**config.mk**
```make
export PLATFORM = sky130hd
export DESIGN_NAME = modbus_rtu_frame_receiver_unit
export DESIGN_NICKNAME = d
export VERILOG_FILES = /design/src/hw/rtl/mbrtu_pkg.sv /design/src/hw/rtl/modbus_rtu_frame_receiver_unit.sv
export SDC_FILE = /design/constraint.sdc
export NUM_CORES = 1
export LEC_CHECK = 0
export ABC_AREA = 1
export BUFFER_PORTS_ARGS = -buffer_cell sky130_fd_sc_hd__buf_2
export CORE_MARGIN = 1.5
export CORE_UTILIZATION = 55
export CTS_CLUSTER_DIAMETER = 40
export DETAILED_ROUTE_END_ITERATION = 8
export PLACE_DENSITY = 0.81
export SYNTH_ARGS = -nofsm -noshare
export SYNTH_HDL_FRONTEND = slang
export SYNTH_SLANG_ARGS = --single-unit
```
**constraint.sdc**
```tcl
create_clock -name clk -period 3.73 [get_ports clk]
set_input_delay 0.5595 -clock clk [delete_from_list [all_inputs] [get_ports clk]]
set_output_delay 0.5595 -clock clk [all_outputs]
set_load 0.03 [all_outputs]
```
**src/hw/rtl/mbrtu_pkg.sv**
```systemverilog
// ----------------------------------------------------------------------------
// mbrtu_pkg
// Shared constants and the byte-wide CRC-16 update for the RTU frame receiver.
// ----------------------------------------------------------------------------
package mbrtu_pkg;

  localparam int MAX_FRAME_DEF = 256;
  localparam int MIN_FRAME     = 4;
  localparam int LEN_W         = 9;

  localparam logic [15:0] CRC_INIT = 16'hFFFF;
  localparam logic [15:0] CRC_POLY = 16'hA001;

  localparam logic KIND_BYTE    = 1'b0;
  localparam logic KIND_TIMEOUT = 1'b1;

  localparam logic [1:0] ST_OK        = 2'd0;
  localparam logic [1:0] ST_TIMEOUT   = 2'd1;
  localparam logic [1:0] ST_NULL_TOUT = 2'd2;
  localparam logic [1:0] ST_FULL      = 2'd3;

  typedef logic [1:0] status_t;

  // reflected CRC-16, one byte absorbed
  function automatic logic [15:0] crc_absorb(input logic [15:0] crc, input logic [7:0] b);
    logic [15:0] c;
    c = crc ^ {8'h00, b};
    for (int k = 0; k < 8; k++) begin
      if (c[0]) begin
        c = (c >> 1) ^ CRC_POLY;
      end else begin
        c = c >> 1;
      end
    end
    return c;
  endfunction

endpackage

```
**src/hw/rtl/modbus_rtu_frame_receiver_unit.sv**
```systemverilog
// An accepted item passes the input register, then the result register.
// Throughput: one item per cycle while out_ready does not stall the result;
// the byte CRC update sits between the two registers, so nothing iterates.
// Reset: synchronous active-low rst_n clears both handshake stages and the
// frame state (count 0, CRC 0xFFFF, no leading null).
// ----------------------------------------------------------------------------
// modbus_rtu_frame_receiver_unit
// Gathers serial bytes into a frame and reports completion by CRC-16 match,
// timeout or full buffer.
// ----------------------------------------------------------------------------
module modbus_rtu_frame_receiver_unit #(
  parameter int MAX_FRAME = mbrtu_pkg::MAX_FRAME_DEF
) (
  input  logic                       clk,
  input  logic                       rst_n,
  input  logic                       in_valid,
  output logic                       in_ready,
  input  logic                       in_func,
  input  logic [7:0]                 in_data_byte,
  output logic                       out_valid,
  input  logic                       out_ready,
  output mbrtu_pkg::status_t         out_status,
  output logic [7:0]                 out_function_code,
  output logic [mbrtu_pkg::LEN_W-1:0] out_frame_length
);
  import mbrtu_pkg::*;

  localparam int CNT_W = $clog2(MAX_FRAME + 1);
  localparam logic [CNT_W-1:0] CNT_MAX = CNT_W'(MAX_FRAME);
  localparam logic [CNT_W-1:0] CNT_MIN = CNT_W'(MIN_FRAME);
  localparam logic [CNT_W-1:0] CNT_ONE = CNT_W'(1);
  localparam logic [CNT_W-1:0] CNT_TWO = CNT_W'(2);

  // input register
  logic       in_v_r;
  logic       func_r;
  logic [7:0] byte_r;

  // frame state
  logic [CNT_W-1:0] cnt_r, cnt_nxt;
  logic [15:0]      crc_r, crc_nxt;
  logic [7:0]       older_r, older_nxt;
  logic [7:0]       newer_r, newer_nxt;
  logic [7:0]       second_r, second_nxt;
  logic             null_r, null_nxt;

  // result register
  logic             out_v_r;
  status_t          status_r, status_nxt;
  logic [7:0]       fc_r, fc_nxt;
  logic [LEN_W-1:0] len_r, len_nxt;
  logic             emit;

  logic go;
  logic [CNT_W-1:0] cnt_inc;
  logic [15:0]      crc_upd;
  logic [7:0]       second_upd;

  assign go       = in_v_r && (!out_v_r || out_ready);
  assign in_ready = !in_v_r || go;

  assign cnt_inc    = cnt_r + CNT_ONE;
  assign crc_upd    = (cnt_r >= CNT_TWO) ? crc_absorb(crc_r, older_r) : crc_r;
  assign second_upd = (cnt_r == CNT_ONE) ? byte_r : second_r;

  always_comb begin
    cnt_nxt    = cnt_r;
    crc_nxt    = crc_r;
    older_nxt  = older_r;
    newer_nxt  = newer_r;
    second_nxt = second_r;
    null_nxt   = null_r;
    emit       = 1'b0;
    status_nxt = ST_TIMEOUT;
    fc_nxt     = 8'h00;
    len_nxt    = '0;
    if (func_r == KIND_TIMEOUT) begin
      emit       = 1'b1;
      status_nxt = (cnt_r == '0 && null_r) ? ST_NULL_TOUT : ST_TIMEOUT;
    end else if (cnt_r == '0 && byte_r == 8'h00) begin
      null_nxt = 1'b1;
    end else begin
      cnt_nxt    = cnt_inc;
      crc_nxt    = crc_upd;
      older_nxt  = newer_r;
      newer_nxt  = byte_r;
      second_nxt = second_upd;
      null_nxt   = 1'b0;
      if (cnt_inc >= CNT_MIN && crc_upd == {byte_r, newer_r}) begin
        emit       = 1'b1;
        status_nxt = ST_OK;
        fc_nxt     = second_upd;
        len_nxt    = LEN_W'(cnt_inc);
      end else if (cnt_inc >= CNT_MAX) begin
        emit       = 1'b1;
        status_nxt = ST_FULL;
      end
    end
    if (emit) begin
      cnt_nxt    = '0;
      crc_nxt    = CRC_INIT;
      older_nxt  = 8'h00;
      newer_nxt  = 8'h00;
      second_nxt = 8'h00;
      null_nxt   = 1'b0;
    end
  end

  always_ff @(posedge clk) begin
    if (!rst_n) begin
      in_v_r   <= 1'b0;
      out_v_r  <= 1'b0;
      cnt_r    <= '0;
      crc_r    <= CRC_INIT;
      older_r  <= 8'h00;
      newer_r  <= 8'h00;
      second_r <= 8'h00;
      null_r   <= 1'b0;
    end else begin
      if (in_ready) begin
        in_v_r <= in_valid;
      end
      if (go) begin
        out_v_r  <= emit;
        cnt_r    <= cnt_nxt;
        crc_r    <= crc_nxt;
        older_r  <= older_nxt;
        newer_r  <= newer_nxt;
        second_r <= second_nxt;
        null_r   <= null_nxt;
      end else if (out_ready) begin
        out_v_r <= 1'b0;
      end
    end
  end

  always_ff @(posedge clk) begin
    if (in_ready && in_valid) begin
      func_r <= in_func;
      byte_r <= in_data_byte;
    end
    if (go && emit) begin
      status_r <= status_nxt;
      fc_r     <= fc_nxt;
      len_r    <= len_nxt;
    end
  end

  assign out_valid         = out_v_r;
  assign out_status        = status_r;
  assign out_function_code = fc_r;
  assign out_frame_length  = len_r;

`ifndef SYNTH
  a_cnt_bound: assert property (@(posedge clk) disable iff (!rst_n)
    cnt_r < CNT_MAX) else $error("frame count reached buffer size");

  a_ok_len: assert property (@(posedge clk) disable iff (!rst_n)
    out_v_r && status_r == ST_OK |-> len_r >= LEN_W'(MIN_FRAME))
    else $error("frame reported shorter than minimum");

  a_err_zero: assert property (@(posedge clk) disable iff (!rst_n)
    out_v_r && status_r != ST_OK |-> fc_r == 8'h00 && len_r == '0)
    else $error("non-frame result carries payload");

  a_stall: assert property (@(posedge clk) disable iff (!rst_n)
    !in_ready |-> in_v_r && out_v_r && !out_ready)
    else $error("input stalled without a blocked result");
`endif

endmodule

```
### Word level (Yosys, flattened, before mapping)

Index checks and enable logic that the tools add are counted.

| storage, ports and cells | value |
|---|---|
| register bits | 80 |
| input port bits | 13 |
| output and inout port bits | 21 |
| word-level logic and storage cells | 86 |

| operators by class | value |
|---|---|
| add/subtract/negate cells | 1 |
| $lt $le $gt $ge | 3 |
| equal/unequal tests | 4 |
| mux-type cells | 39 |
| bitwise operators | 10 |
| reduce and logical (&&, ||, !) cells | 16 |

Operators by type and width:

| operator | number |
|---|---|
| 2-to-1 mux 16 bit | 12 |
| 2-to-1 mux 8 bit | 10 |
| 2-to-1 mux 9 bit | 3 |
| inverter 2 -> 3 bit | 8 |
| == test 16 bit | 1 |
| XOR 16 x 8 -> 16 bit | 1 |
| 2-to-1 mux 2 bit | 5 |
| adder 9 x 1 -> 9 bit (second input constant) | 1 |
| == test 9 x 1 -> 1 bit (second input constant) | 1 |
| >= comparator 9 x 2 -> 1 bit (second input constant) | 1 |
| >= comparator 9 x 3 -> 1 bit (second input constant) | 1 |
| >= comparator 9 bit (second input constant) | 1 |
| zero test 9 bit | 1 |
| 2-to-1 mux 1 bit | 9 |
| zero test 8 bit | 1 |
| logical AND 1 bit | 6 |
| AND reduction 3 bit | 1 |
| OR reduction 3 bit | 1 |
| zero test 1 bit | 2 |
| logical OR 1 bit | 2 |
| != test 2 x 1 -> 1 bit (second input constant) | 1 |
| != test 2 bit (second input constant) | 1 |
| AND reduction 2 bit | 1 |
| nonzero test 2 bit | 1 |
| inverter 1 bit | 1 |

### Depth between registers and ports, before layout

| depth | value |
|---|---|
| depth after elaboration | 25 |
| mapped depth | 23 |
| depth with buffers taken out | 22 |

### Worst setup path after synthesis

OpenSTA, ideal clock, no wires.

| timing path | value |
|---|---|
| path type | flip-flop to flip-flop |
| start | reg cnt_r[0] |
| end | reg len_r[0] (netlist: out_frame_length[0]), enable pin |
| library setup time | 374 ps |
| data arrival time | 2,430 ps |
| required time | 3,356 ps |
| setup slack | 926 ps |
| stages on the path, launching flop included | 19 |
| period minus slack after synthesis | 2,804 ps |
| cell sequence | dfxtp_1 > inv_1 > ha_1 > inv_1 > nand3_1 > nor2_4 > buf_6 > nand2_4 > nand3_1 > nand3_1 > nor2_1 > nand2_1 > nor2_1 > nand3_1 > nor2_2 > nand2_2 > nand2_4 > nand3_1 > inv_1 |

| on the way | value |
|---|---|
| elaborated cells on any way between the ends | 14 |
| those cells by class | add/sub (1); order compare (3); eq/ne (1); mux (5); reduce/logical (4) |

RTL lines:

| item | line | source |
|---|---|---|
| start: declaration | modbus_rtu_frame_receiver_unit.sv:40 | `logic [CNT_W-1:0] cnt_r, cnt_nxt;` |
| start signal: assignment | modbus_rtu_frame_receiver_unit.sv:125 | `cnt_r <= cnt_nxt;` |
| adder 9 x 1 -> 9 bit (*) | modbus_rtu_frame_receiver_unit.sv:62 | `assign cnt_inc = cnt_r + CNT_ONE;` |
| named net cnt_inc[0] | modbus_rtu_frame_receiver_unit.sv:55 | `logic [CNT_W-1:0] cnt_inc;` |
| >= comparator 9 bit / >= comparator 9 x 3 -> 1 bit (equally long branches) | modbus_rtu_frame_receiver_unit.sv:94, modbus_rtu_frame_receiver_unit.sv:89 |  |
| 2-to-1 mux 1 bit / logical AND 1 bit (equally long branches) | modbus_rtu_frame_receiver_unit.sv:94, modbus_rtu_frame_receiver_unit.sv:89 |  |
| 2-to-1 mux 1 bit (*) | modbus_rtu_frame_receiver_unit.sv:89 | `if (cnt_inc >= CNT_MIN && crc_upd == {byte_r, newer_r}) begin` |
| 2-to-1 mux 1 bit (*) | modbus_rtu_frame_receiver_unit.sv:80 | `end else if (cnt_r == '0 && byte_r == 8'h00) begin` |
| 2-to-1 mux 1 bit (*) | modbus_rtu_frame_receiver_unit.sv:77 | `if (func_r == KIND_TIMEOUT) begin` |
| logical AND 1 bit (*) | modbus_rtu_frame_receiver_unit.sv:142 | `if (go && emit) begin` |
| end signal: assignment | modbus_rtu_frame_receiver_unit.sv:145 | `len_r <= len_nxt;` |
| end: declaration | modbus_rtu_frame_receiver_unit.sv:51 | `logic [LEN_W-1:0] len_r, len_nxt;` |

Mark *: on every way through the listed nets, which the timed path passes. The rest lies on a longest branch.
A chain may end at the register's enable or synchronous reset.

### Final worst setup path

| timing path | value |
|---|---|
| start | reg cnt_r[0] |
| end | reg fc_r[1] (netlist: out_function_code[1]), enable pin |

| on the way | value |
|---|---|
| elaborated cells on any way between the ends | 14 |
| those cells by class | add/sub (1); order compare (3); eq/ne (1); mux (5); reduce/logical (4) |

RTL lines:

| item | line | source |
|---|---|---|
| adder 9 x 1 -> 9 bit (*) | modbus_rtu_frame_receiver_unit.sv:62 |  |
| named net cnt_inc[0] | modbus_rtu_frame_receiver_unit.sv:55 |  |
| >= comparator 9 bit / >= comparator 9 x 3 -> 1 bit (equally long branches) | modbus_rtu_frame_receiver_unit.sv:94, modbus_rtu_frame_receiver_unit.sv:89 |  |
| 2-to-1 mux 1 bit / logical AND 1 bit (equally long branches) | modbus_rtu_frame_receiver_unit.sv:94, modbus_rtu_frame_receiver_unit.sv:89 |  |
| 2-to-1 mux 1 bit (*) | modbus_rtu_frame_receiver_unit.sv:89 |  |
| 2-to-1 mux 1 bit (*) | modbus_rtu_frame_receiver_unit.sv:80 |  |
| 2-to-1 mux 1 bit (*) | modbus_rtu_frame_receiver_unit.sv:77 |  |
| logical AND 1 bit (*) | modbus_rtu_frame_receiver_unit.sv:142 |  |
| end signal: assignment | modbus_rtu_frame_receiver_unit.sv:144 | `fc_r <= fc_nxt;` |
| end: declaration | modbus_rtu_frame_receiver_unit.sv:50 | `logic [7:0] fc_r, fc_nxt;` |

Marks and branches as above.

==> impl_metrics.toml <==
[outcome]
status = "finished clean"

[logic_synthesis]
synth_edf_count = 28
yosysSeqAreaShare_pct = 44.4
postSynth.asyncResetShare_pct = 0
synth_area_per_cell_um2 = 6.94
yosysTopAreaCellShare_pct = 24.6
yosysMostFrequentCell = "nand2_1"
syn-instance-count = 611
ys_dominant_reg_cell = "dfxtp_1"
synth_cell_type_count = 27
yosysWarnings = 0
synth_nets = 628
syn_area_um2 = 4240
ys_top_cells_by_count = "nand2_1, inv_1, dfxtp_1"
synth_top_cell_by_area = "dfxtp_1"
synthTopCellsByArea = "dfxtp_1, nand2_1, edfxtp_1, inv_1, nand3_1"
ys_seq_elements = 80

[floorplanning]
coreArea_um2 = 7370
dieArea_um2 = 8250
rows = 31
start_util_pct = 57.5
ioPinCount = 34
die_h_um = 90.8
die_x_um = 90.8

[sta]
finalSetupTns_ns = 0
final_hold_viol_count = 0
worstMarginPinSlew_ns = 0.590
period_minus_slack_ns = 3.25
setup_viol = 0
max_freq_mhz = 308
skew_ns = 0.00844
rsz0062_at_grt = "no"
fin_crit_sh_pct = 87.1
drv_slew = 0
slew_headroom_pct = 60.5

[worst_setup_path]
endpoint_kind = "flip-flop"
startpoint_type = "flip-flop"
crit_chain = "inv_1, ha_1, inv_1, nand3_1, nor2_4, nand2_1, nand2_1, nand2_1, nand2_1, nand2_1, nor2_1, nand2_1, nor2_1, nand3_1, nor2_2, nand2_2, nand2_4, nand3_1, inv_1, buf_4"
cp.arrival_ns = 3.28
reg2reg_to = "out_function_code[1]$_SDFFCE_PP0P_"
rr_startpoint = "cnt_r[0]$_SDFFE_PN0P_"
cp.required_ns = 3.76
r2r_slack_ns = 0.48
slowest_stage = "dfxtp_1"
reg2reg_depth = 20
path_common_cell = "nand2_1"
path_class = "flip-flop to flip-flop"
cp_slowest_stage_delay_ns = 0.40
critPathMaxFanout = 19
crit_path_start = "cnt_r[0]$_SDFFE_PN0P_"

[finish]
area_growth_pct = 10.1
fin_nets = 664
final_layout_size_suffix_gt1_share_pct = 12.6
multiInputGateArea_um2 = 1870
num-fill-cells = 625
ff_latch_area_um2 = 1880
antennaDiodeCount = 0

[global_routing]
grt_pass1_vias = 3506
grt_overflow = 0
track_usage_pct = 24.5
grt_start_max_net_pins = 21
grt_pass1_wl_um = 16100
antenna_found_initial = 0

[clock_tree]
cts_made_buffers = 9
cts_root_buffer = "clkbuf_8"
cts_tree = "built"
clockBufferDepth = 2
cts.sinks = 80
post-cts-setup-buffers = 0
ctsResizeCount = 0
clk-insertion-delay-late_ns = 0.35
postCtsHoldBufs = 0
clk_pin_slew_ns = 0.09
cts_max_level = 3

[flow_run]
maxCapViolCount = 0

[routing]
vias_per_cell = 5.12
ant_nets = 0
vias = 3848
routed_wl_um = 9420
first_iter_violations = 277
wl_per_cell_um = 12.5
drc = 0
drt_first_pass_iters = 8

[power]
ir_drop_v = 0.000215
power.density_nw_per_um2 = 365
p_leak_nw = 2.36
p_switching_uw = 428
switching_share_pct = 25.1
comb_power_share_pct = 7.0
p_total_mw = 1.70
power_frac_seq_pct = 54.7
p_int_mw = 1.28
clkPwrFrac_pct = 38.3

[worst_hold_path]
whs_path_depth = 1
worstHoldPathType = "input pin to flip-flop"
min_from = "in_data_byte[3]"
min_to = "byte_r[3]$_DFFE_PP_"

[place]
hpwl_um = 6920
portBuffers = 33
gp_congestion = 0.990
[cell families (layout without fill, tap and decap cells)]
group | Yosys count | after routing | share of synthesized area, %
flops | 80 | 80 | 44.4
xor+xnor | 3 | 3 | 0.620
compound gates | 54 | 54 | 7.38
buf+inv | 116 | 157 | 11.6
simple gates | 354 | 354 | 34.8
fa+ha+maj | 4 | 4 | 1.18
[state kept, by name, summed over array words and instances (netlist names), 2 cells and up]
signal	count
newer_r	8
out_frame_length	9
byte_r	8
older_r	8
crc_r	16
out_function_code	8
second_r	8
cnt_r	9
out_status	2
[power groups by stage]
stage,combinational [mW],sequential (mW),clock (mW)
after CTS,0.119,0.932,0.659
after global placement,0.116,0.952,0
final,0.120,0.932,0.652
after floorplan,0.0754,0.960,0
after detailed placement,0.119,0.952,0
after global routing,0.134,0.934,0.702
[cell type report]
cell class | count | area share, %
repair buffers | 38 | 4.34
inverters | 103 | 8.28
multi-input cells | 415 | 40.0
well taps | 99 | 2.65
clock inverters | 4 | 0.697
flip-flops and latches | 80 | 40.3
clock buffers | 12 | 3.78
[routing by layer]
metal | routed length [um] | vias to the layer above | part of all wire [%] | GRT usage [%]
li1 | - | 1947 | - | -
met5 | 0 | - | 0 | 0
met4 | 116 | 0 | 1.2 | 8.98
met3 | 596 | 12 | 6.3 | 3.70
met2 | 4480 | 153 | 48 | 39.8
met1 | 4230 | 1736 | 45 | 32.9
[metrics by stage]
step / cell area, um2 / hold slack [ns] / cells / worst slack (ns) / util (%)
detailed placement: 4460 / 0.459 / 735 / 0.535 / 60.5
global placement: 4460 / 0.450 / 735 / 0.638 / 60.5
finish: 4670 / 0.379 / 751 / 0.483 / 63.4
global route: 4670 / 0.364 / 751 / 0.129 / 63.4
CTS: 4670 / 0.371 / 751 / 0.517 / 63.4
floorplan: 4240 / 0.440 / 611 / 0.926 / -
[worst max-delay path by stage]
stage | slack, ns | end
after global placement | 0.64 | out_function_code[3]$_SDFFCE_PP0P_
final | 0.48 | out_function_code[1]$_SDFFCE_PP0P_
after global routing | 0.13 | out_function_code[4]$_SDFFCE_PP0P_
after floorplan | 0.93 | out_frame_length[0]$_SDFFCE_PP0P_
after CTS | 0.52 | out_function_code[6]$_SDFFCE_PP0P_
after detailed placement | 0.54 | out_function_code[2]$_SDFFCE_PP0P_
[worst max-delay path: cells and delay by family (launching register included)]
family,cells,cell delay [ns]
and+or+nand+nor,15,1.83
DFF,1,0.40
buffers and inverters,4,0.48
adders and majority gates,1,0.22
[placed cells by master, fill, tap and decap left out, types with 4 or more instances in the layout]
master    synthesis  routed
nand2_1         251     251
edfxtp_1         28      28
inv_1           101     101
nand4_1           8       8
o21ai_2          10      10
ha_1              4       4
nand2_2           5       5
buf_2             0      33
dfxtp_1          52      52
o21ai_0          20      20
o21ai_1          11      11
buf_4             0       5
nand3_1          36      36
a21oi_1          11      11
clkbuf_8          0      11
nor2_1           37      37
(Power assumes the default switching activity.)
